[config.mk]
export PLATFORM = sky130hd
export DESIGN_NAME = finder_pattern_run_ratio_scanner_top_flat
export DESIGN_NICKNAME = d
export VERILOG_FILES = /design/src/fprs_pkg.sv /design/src/fprs_cfg_if.sv /design/src/fprs_pix_if.sv /design/src/fprs_seg_if.sv /design/src/finder_pattern_run_ratio_scanner_top.sv /design/src/flat_wrapper.sv
export SDC_FILE = /design/constraint.sdc
export NUM_CORES = 2
export LEC_CHECK = 0
export CAP_MARGIN = 25
export CORE_MARGIN = 4
export CORE_UTILIZATION = 35
export DETAILED_ROUTE_END_ITERATION = 10
export DONT_BUFFER_PORTS = 1
export GPL_TIMING_DRIVEN = 0
export PLACE_DENSITY = 0.5
export SETUP_SLACK_MARGIN = 0.15
export SLEW_MARGIN = 20
export SYNTH_ARGS = -nofsm -noshare
export SYNTH_HDL_FRONTEND = slang
export SYNTH_SLANG_ARGS = --single-unit
[constraint.sdc]
create_clock -name clk_i -period 24.5 [get_ports clk_i]
set_clock_uncertainty 0.1 [all_clocks]
set_input_delay 4.9 -clock clk_i [delete_from_list [all_inputs] [get_ports clk_i]]
set_output_delay 4.9 -clock clk_i [all_outputs]
set_load 0.03 [all_outputs]
[src/fprs_pkg.sv]
// ----------------------------------------------------------------------------
// fprs_pkg
// Types and constants shared by the finder pattern run ratio scanner files.
// ----------------------------------------------------------------------------
package fprs_pkg;

  // run length counters saturate at the top of their range
  localparam int unsigned RUN_W     = 13;
  localparam int unsigned SEG_W     = 12;
  localparam int unsigned TOL_W     = 7;
  localparam int unsigned NUM_RUNS  = 5;
  localparam int unsigned RVC_W     = 3;

  typedef logic [RUN_W-1:0] run_len_t;
  typedef logic [SEG_W-1:0] seg_pos_t;
  typedef logic [TOL_W-1:0] tol_t;
  typedef logic [RVC_W-1:0] run_cnt_t;

  localparam run_len_t RUN_MAX   = '1;
  localparam tol_t     TOL_RESET = TOL_W'(50);
  localparam run_cnt_t RUNS_FULL = RVC_W'(NUM_RUNS);

endpackage

[src/fprs_cfg_if.sv]
// ----------------------------------------------------------------------------
// fprs_cfg_if
// Write channel for the tolerance register.
// ----------------------------------------------------------------------------
interface fprs_cfg_if;
  import fprs_pkg::*;

  logic valid;
  logic ready;
  tol_t tolerance_percent;

  modport source (output valid, output tolerance_percent, input ready);
  modport sink   (input valid, input tolerance_percent, output ready);
endinterface

[src/fprs_pix_if.sv]
// ----------------------------------------------------------------------------
// fprs_pix_if
// Pixel channel: one binarized pixel per word with an end of line flag.
// ----------------------------------------------------------------------------
interface fprs_pix_if;
  logic valid;
  logic ready;
  logic is_white;
  logic last_in_line;

  modport source (output valid, output is_white, output last_in_line, input ready);
  modport sink   (input valid, input is_white, input last_in_line, output ready);
endinterface

[src/fprs_seg_if.sv]
// ----------------------------------------------------------------------------
// fprs_seg_if
// Result channel: begin and end position of the middle black run.
// ----------------------------------------------------------------------------
interface fprs_seg_if;
  import fprs_pkg::*;

  logic     valid;
  logic     ready;
  seg_pos_t seg_begin;
  seg_pos_t seg_end;

  modport source (output valid, output seg_begin, output seg_end, input ready);
  modport sink   (input valid, input seg_begin, input seg_end, output ready);
endinterface

[src/finder_pattern_run_ratio_scanner_top.sv]
// ----------------------------------------------------------------------------
// finder_pattern_run_ratio_scanner_top
// Scan line detector for the 1:1:3:1:1 finder pattern of a QR symbol.
// ----------------------------------------------------------------------------
// The block takes one binarized pixel per clock while pixel ready is high and
// tracks the last five color runs of the line. When a white pixel closes a
// black run and the runs black,white,black,white,black (the first one preceded
// by white) fit 1:1:3:1:1 within tolerance_percent, the begin and end
// positions of the middle black run go to the output register, or to the skid
// entry while the output waits. The run registers are updated and the ratio
// test is evaluated in the same cycle, so a pixel can be accepted on every
// clock while pixel ready is high. A two entry output buffer lets the pixel
// side keep going while a result waits; pixel ready drops only when both
// entries are full. Positions saturate at MAX_LINE_WIDTH-1 and are reported
// modulo 4096. Write the tolerance only while no pixel is in flight.
// ----------------------------------------------------------------------------
module finder_pattern_run_ratio_scanner_top #(
  parameter int unsigned MAX_LINE_WIDTH = 4096
) (
  input  logic       clk_i,
  input  logic       rst_ni,
  fprs_cfg_if.sink   cfg_i,
  fprs_pix_if.sink   pix_i,
  fprs_seg_if.source seg_o
);
  import fprs_pkg::*;

  localparam int unsigned POS_W = $clog2(MAX_LINE_WIDTH);
  localparam logic [POS_W-1:0] POS_LAST = POS_W'(MAX_LINE_WIDTH - 1);

  typedef logic signed [25:0] prod_t;
  localparam prod_t K100 = 26'sd100;
  localparam prod_t K3   = 26'sd3;

  tol_t             tol_q;
  run_len_t         runs_q [NUM_RUNS];
  run_len_t         runs_d [NUM_RUNS];
  logic [POS_W-1:0] pos_q, pos_d;
  logic             prev_q, prev_d;
  run_cnt_t         rvc_q, rvc_d;
  logic             fraw_q, fraw_d;

  logic             out_vld_q, out_vld_d;
  seg_pos_t         out_beg_q, out_beg_d, out_end_q, out_end_d;
  logic             skid_vld_q, skid_vld_d;
  seg_pos_t         skid_beg_q, skid_beg_d, skid_end_q, skid_end_d;

  logic             in_fire;
  logic             match;
  logic             fits;
  seg_pos_t         pos12, new_beg, new_end;
  prod_t            lo, hi, lo3, hi3;
  prod_t            x0, x1, x2, x3, x4;
  prod_t            a0, a2;

  assign cfg_i.ready = 1'b1;
  assign pix_i.ready = !skid_vld_q;
  assign in_fire     = pix_i.valid && !skid_vld_q;

  // exact cross-multiplied ratio bounds, lower bounds may go negative
  always_comb begin
    lo  = K100 - prod_t'(tol_q);
    hi  = K100 + prod_t'(tol_q);
    lo3 = K3 * lo;
    hi3 = K3 * hi;
    x0  = prod_t'(runs_q[0]);
    x1  = prod_t'(runs_q[1]);
    x2  = prod_t'(runs_q[2]);
    x3  = prod_t'(runs_q[3]);
    x4  = prod_t'(runs_q[4]);
    a0  = K100 * x0;
    a2  = K100 * x2;
    fits = (a0 > lo * x1) && (a0 < hi * x1) &&
           (a0 > lo * x3) && (a0 < hi * x3) &&
           (a0 > lo * x4) && (a0 < hi * x4) &&
           (a2 > lo3 * x0) && (a2 < hi3 * x0);
  end

  always_comb begin
    pos12   = SEG_W'(pos_q);
    new_beg = pos12 - runs_q[4][SEG_W-1:0] - runs_q[3][SEG_W-1:0]
                    - runs_q[2][SEG_W-1:0];
    new_end = pos12 - runs_q[4][SEG_W-1:0] - runs_q[3][SEG_W-1:0] - SEG_W'(1);
  end

  // run tracking
  always_comb begin
    runs_d = runs_q;
    pos_d  = pos_q;
    prev_d = prev_q;
    rvc_d  = rvc_q;
    fraw_d = fraw_q;
    match  = 1'b0;
    if (in_fire) begin
      if (pos_q == '0) begin
        // fresh history at line start
        for (int i = 0; i < NUM_RUNS - 1; i++) begin
          runs_d[i] = '0;
        end
        runs_d[NUM_RUNS-1] = RUN_W'(1);
        prev_d = pix_i.is_white;
        fraw_d = pix_i.is_white;
        rvc_d  = '0;
      end else if (pix_i.is_white == prev_q) begin
        if (runs_q[NUM_RUNS-1] != RUN_MAX) begin
          runs_d[NUM_RUNS-1] = runs_q[NUM_RUNS-1] + RUN_W'(1);
        end
      end else begin
        for (int i = 0; i < NUM_RUNS - 1; i++) begin
          runs_d[i] = runs_q[i+1];
        end
        runs_d[NUM_RUNS-1] = RUN_W'(1);
        if (pix_i.is_white) begin
          // white closes a black run
          match = (rvc_q == RUNS_FULL) && fits;
          if (rvc_q != '0 && rvc_q < RUNS_FULL) begin
            rvc_d = rvc_q + RVC_W'(1);
          end
          prev_d = 1'b1;
          fraw_d = 1'b1;
        end else begin
          if (rvc_q == '0) begin
            if (fraw_q) begin
              rvc_d = RVC_W'(1);
            end
          end else if (rvc_q < RUNS_FULL) begin
            rvc_d = rvc_q + RVC_W'(1);
          end
          prev_d = 1'b0;
        end
      end
      if (pix_i.last_in_line) begin
        pos_d = '0;
      end else if (pos_q < POS_LAST) begin
        pos_d = pos_q + POS_W'(1);
      end
    end
  end

  // output register plus skid entry
  always_comb begin
    out_vld_d  = out_vld_q;
    out_beg_d  = out_beg_q;
    out_end_d  = out_end_q;
    skid_vld_d = skid_vld_q;
    skid_beg_d = skid_beg_q;
    skid_end_d = skid_end_q;
    if (!out_vld_q || seg_o.ready) begin
      if (skid_vld_q) begin
        out_vld_d  = 1'b1;
        out_beg_d  = skid_beg_q;
        out_end_d  = skid_end_q;
        skid_vld_d = 1'b0;
      end else begin
        out_vld_d = match;
        out_beg_d = new_beg;
        out_end_d = new_end;
      end
    end else if (match) begin
      skid_vld_d = 1'b1;
      skid_beg_d = new_beg;
      skid_end_d = new_end;
    end
  end

  assign seg_o.valid     = out_vld_q;
  assign seg_o.seg_begin = out_beg_q;
  assign seg_o.seg_end   = out_end_q;

  always_ff @(posedge clk_i or negedge rst_ni) begin
    if (!rst_ni) begin
      tol_q      <= TOL_RESET;
      for (int i = 0; i < NUM_RUNS; i++) begin
        runs_q[i] <= '0;
      end
      pos_q      <= '0;
      prev_q     <= 1'b0;
      rvc_q      <= '0;
      fraw_q     <= 1'b0;
      out_vld_q  <= 1'b0;
      skid_vld_q <= 1'b0;
    end else begin
      if (cfg_i.valid) begin
        tol_q <= cfg_i.tolerance_percent;
      end
      runs_q     <= runs_d;
      pos_q      <= pos_d;
      prev_q     <= prev_d;
      rvc_q      <= rvc_d;
      fraw_q     <= fraw_d;
      out_vld_q  <= out_vld_d;
      skid_vld_q <= skid_vld_d;
    end
  end

  always_ff @(posedge clk_i) begin
    out_beg_q  <= out_beg_d;
    out_end_q  <= out_end_d;
    skid_beg_q <= skid_beg_d;
    skid_end_q <= skid_end_d;
  end

endmodule
[src/flat_wrapper.sv]
// flat-port wrapper written by rule: the top's interface ports become plain ports
module finder_pattern_run_ratio_scanner_top_flat import fprs_pkg::*;
#(
  parameter int unsigned MAX_LINE_WIDTH = 4096
)
  (clk_i, rst_ni, cfg_i_valid, cfg_i_tolerance_percent, cfg_i_ready, pix_i_valid, pix_i_is_white, pix_i_last_in_line, pix_i_ready, seg_o_valid, seg_o_seg_begin, seg_o_seg_end, seg_o_ready);
  fprs_cfg_if cfg_i_i ();
  fprs_pix_if pix_i_i ();
  fprs_seg_if seg_o_i ();
  input  logic clk_i;
  input  logic rst_ni;
  input wire logic [$bits(cfg_i_i.valid)-1:0] cfg_i_valid;
  input wire logic [$bits(cfg_i_i.tolerance_percent)-1:0] cfg_i_tolerance_percent;
  output wire logic [$bits(cfg_i_i.ready)-1:0] cfg_i_ready;
  input wire logic [$bits(pix_i_i.valid)-1:0] pix_i_valid;
  input wire logic [$bits(pix_i_i.is_white)-1:0] pix_i_is_white;
  input wire logic [$bits(pix_i_i.last_in_line)-1:0] pix_i_last_in_line;
  output wire logic [$bits(pix_i_i.ready)-1:0] pix_i_ready;
  output wire logic [$bits(seg_o_i.valid)-1:0] seg_o_valid;
  output wire logic [$bits(seg_o_i.seg_begin)-1:0] seg_o_seg_begin;
  output wire logic [$bits(seg_o_i.seg_end)-1:0] seg_o_seg_end;
  input wire logic [$bits(seg_o_i.ready)-1:0] seg_o_ready;
  assign cfg_i_i.valid = cfg_i_valid;
  assign cfg_i_i.tolerance_percent = cfg_i_tolerance_percent;
  assign cfg_i_ready = cfg_i_i.ready;
  assign pix_i_i.valid = pix_i_valid;
  assign pix_i_i.is_white = pix_i_is_white;
  assign pix_i_i.last_in_line = pix_i_last_in_line;
  assign pix_i_ready = pix_i_i.ready;
  assign seg_o_valid = seg_o_i.valid;
  assign seg_o_seg_begin = seg_o_i.seg_begin;
  assign seg_o_seg_end = seg_o_i.seg_end;
  assign seg_o_i.ready = seg_o_ready;
  finder_pattern_run_ratio_scanner_top #(.MAX_LINE_WIDTH(MAX_LINE_WIDTH)) u_core (.clk_i(clk_i), .rst_ni(rst_ni), .cfg_i(cfg_i_i), .pix_i(pix_i_i), .seg_o(seg_o_i));
endmodule
==> metrics.md <==
| Metric | Value |
|---|---|
| Status | completed |
| Number of synthesized flops with an enable pin | 48 |
| Crit end category | flip-flop |
| Routability cong. | 0.888 |
| Logic gate share of total power | 64.8% |
| Placed inst area | 50,000 um^2 |
| Main flop type after synthesis | dfrtp_1 |
| Crit Path Class | reg2reg |
| Power Internal | 872 uW |
| Share of cells above drive strength 1 | 2.50% |
| Root Buffer | clkbuf_16 |
| CP required | 24.58 ns |
| Startpoint types | flip-flop |
| H-tree depth | 4 |
| Drt first pass iters | 6 |
| Vias | 37.4k |
| Max Buffers Root-to-Sink | 2 |
| Die Area | 141,000 um^2 |
| Routed WL | 157,000 um |
| Sequential share of the synthesized area | 7.87% |
| Die Height | 376 um |
| # Post-CTS Setup Buffers | 0 |
| Finished Layout Cells | 7,368 |
| Dpl cells | 7,324 |
| Final Cell Area | 50,700 um^2 |
| CTS-repair resized insts | 0 |
| Leak | 26.8 nW |
| Initial antenna violation count | 14 |
| Unrepaired setup endpoints after global routing | no |
| Mapped Area | 47,300 um^2 |
| WL per Instance | 21.3 um |
| Vias per inst | 5.07 |
| Warnings, synthesis | 0 |
| Fin crit period | 17.44 ns |
| Fmax | 0.0574 GHz |
| Maxcap violations | 0 |
| DRC errors left | 0 |
| CTS sink cnt | 139 |
| Layout overhead on the synthesized area | 7.13% |
| I/O pin cnt | 41 |
| Clock share of power | 14.8% |
| Final Hold Vio Count | 0 |
| First-pass GRT wire length | 241,000 um |
| Hold/Removal Path Class | reg2reg |
| Switching Share | 54.1% |
| ANT nets after route | 0 |
| CP top delay family | buffers and inverters |
| Final setup viols | 0 |
| Tcrit/Tclk final | 71.2% |
| Worst-path fanout max | 15 |
| Post-CTS Hold Buffers | 0 |
| Mapped Nets | 7,043 |
| HPWL after detailed placement | 133,000 um |
| Pre-CTS setup slack | 6.60 ns |
| Gr usage total | 22.6% |
| Largest net degree at the start of global routing | 92 |
| Fin nets | 7,091 |
| Post-route setup TNS | 0 ns |
| Initial Util | 35.4% |
| Buffers on Ports | 0 |
| CP Buf/Inv Count | 14 |
| Sw Pwr | 1.03 mW |
| Arrival @ worst endpoint | 17.51 ns |
| Synth Register Bits | 139 |
| Worst-path clk slew | 0.09 ns |
| Critical path's slowest cell | clkbuf_1 |
| # rows | 134 |
| Design Power | 1.90 mW |
| Worst slew margin | 22.8% |
| Peak supply drop | 0.0000517 V |
| Core area | 134,000 um^2 |
| Clock Latency Late Sink | 0.49 ns |
| Post-synthesis cell type count | 84 |
| Max Transition Viols Final | 0 |
| Chip Width | 376 um |
| Worst slew pin tran | 1.16 ns |
| Cells after Synth | 5,532 |
| Final setup margin | 7.06 ns |
| Number of global-route vias before repair | 38.6k |
| Syn avg cell area | 8.55 um^2 |
| TritonCTS buffer count | 17 |
| DRT iter0 DRCs | 2,063 |
| CTS tree | built |
| CP max stage delay | 0.88 ns |
| Sequential share of power | 20.4% |
| Pwr/cell area | 37.5 nW/um^2 |
| Async SR Flop Fraction | 65.5% |
| Global route overflow | 0 |
[routing by layer]
layer	share of wire (%)	global-route usage, %	vias to the layer above
met5	0.031	0	-
met4	3.7	7.32	8
met3	5.8	3.49	210
met2	46	37.7	952
met1	44	30.0	18600
li1	-	-	17600
[registers in the layout, indices dropped and copies added, names as in the netlist]
name                    flops
u_core.rvc_q                3
u_core.seg_o.seg_end       12
u_core.skid_end_q          12
u_core.fraw_q               1
u_core.runs_q              65
u_core.tol_q                7
u_core.seg_o.valid          1
u_core.skid_beg_q          12
u_core.seg_o.seg_begin     12
u_core.skid_vld_q           1
u_core.pos12               12
u_core.prev_q               1
[synthesized netlist by cell type, types with 38 or more instances]
master,number,area (um^2)
inv_1,1135,4260
ha_1,791,9900
fa_1,706,14100
nand2_1,623,2340
and2_1,319,2000
nor2_1,229,860
clkbuf_1,186,698
a21oi_1,179,896
o21ai_0,177,886
xnor2_1,128,1120
nand3_1,103,515
xor2_1,90,788
dfrtp_1,88,2200
nor2b_1,74,463
nand2b_1,72,450
a21o_1,70,526
nor3_1,50,250
edfxtp_1,48,1440
nand4_1,38,238
[per-stage QoR]
step           util [%]  hold WS (ns)
6_report           37.9         0.407
5_1_grt            37.9         0.419
4_1_cts            37.8         0.413
3_5_place_dp       37.4         0.397
3_3_place_gp       37.0         0.390
2_1_floorplan         -         0.367
[worst reg2reg max path, delay by kind of cell (launching register included)]
kind	cells	cell delay, ns
AO/OA/AOI/OAI	8	2.77
XOR/XNOR	1	0.30
adder cells (fa/ha/maj)	12	4.96
buffers and inverters	14	5.67
flip-flops	1	0.57
AND/OR/NAND/NOR	8	2.76
[path summary, 6_finish.rpt]
path | from | endpoint | cells past startpoint | slack (ns)
worst max register to register | u_core.tol_q[1] | u_core.skid_end_q[9] | 43 | 7.06
min in group asynchronous | rst_ni | u_core.prev_q | 0 | 4.00
worst max-delay path | u_core.tol_q[1] | u_core.skid_end_q[9] | 43 | 7.06
worst min register to register | u_core.fraw_q | u_core.fraw_q | 2 | 0.41
worst min-delay path | u_core.fraw_q | u_core.fraw_q | 2 | 0.41
max in group asynchronous | rst_ni | u_core.tol_q[1] | 0 | 20.05
[area by class of cell]
| cell class | count | area [um^2] |
|---|---|---|
| clock buffers | 17 | 425 |
| clock inverters | 15 | 179 |
| diodes | 7 | 17.5 |
| well taps | 1768 | 2210 |
| flip-flops and latches | 139 | 3720 |
| inverters | 1145 | 4300 |
| repair buffers | 29 | 375 |
| plain buffers | 200 | 761 |
| fillers | 14000 | 83100 |
| multi-input cells | 4048 | 38700 |
[layout by cell type (no fill, tap or decap), types with 19 or more instances in the layout]
cell type | Yosys | routed
ha_1 | 791 | 791
o21ai_0 | 177 | 177
a211oi_1 | 26 | 26
nand2b_1 | 72 | 71
a21o_1 | 70 | 70
dfrtp_1 | 88 | 86
edfxtp_1 | 48 | 48
a21oi_1 | 179 | 179
mux2_2 | 21 | 21
and3_1 | 34 | 34
o211ai_1 | 20 | 20
nor3_1 | 50 | 50
o21bai_1 | 25 | 25
nand2_1 | 623 | 623
nor2_1 | 229 | 225
clkbuf_1 | 186 | 181
nor2b_1 | 74 | 74
nand3_1 | 103 | 103
inv_1 | 1135 | 1135
and2_1 | 319 | 319
o21a_1 | 33 | 33
xnor2_1 | 128 | 121
nand4_1 | 38 | 38
xor2_1 | 90 | 88
nor4_1 | 22 | 19
a31oi_1 | 21 | 21
fa_1 | 706 | 706
[cells by family (layout without fill, tap and decap cells)]
kind of cell | after synthesis | count (layout) | share of synthesized area [%]
AOI/OAI and AO/OA | 686 | 686 | 9.30
and+or+nand+nor | 1618 | 1618 | 16.6
adders and majority gates | 1497 | 1497 | 50.8
buffers and inverters | 1345 | 1406 | 10.7
muxes | 26 | 26 | 0.606
other | 1 | 8 | 0.00793
DFF | 139 | 139 | 7.87
xor gates and xnor gates | 220 | 220 | 4.13
[power by group through the flow]
stage               clock network, mW  logic, mW  registers [mW]
global route                    0.293       1.36           0.391
finish                          0.282       1.23           0.388
global placement                    0       1.18           0.394
floorplan                           0      0.770           0.376
CTS                             0.284       1.22           0.389
detailed placement                  0       1.21           0.393
Power figures use the tool's default switching activity.
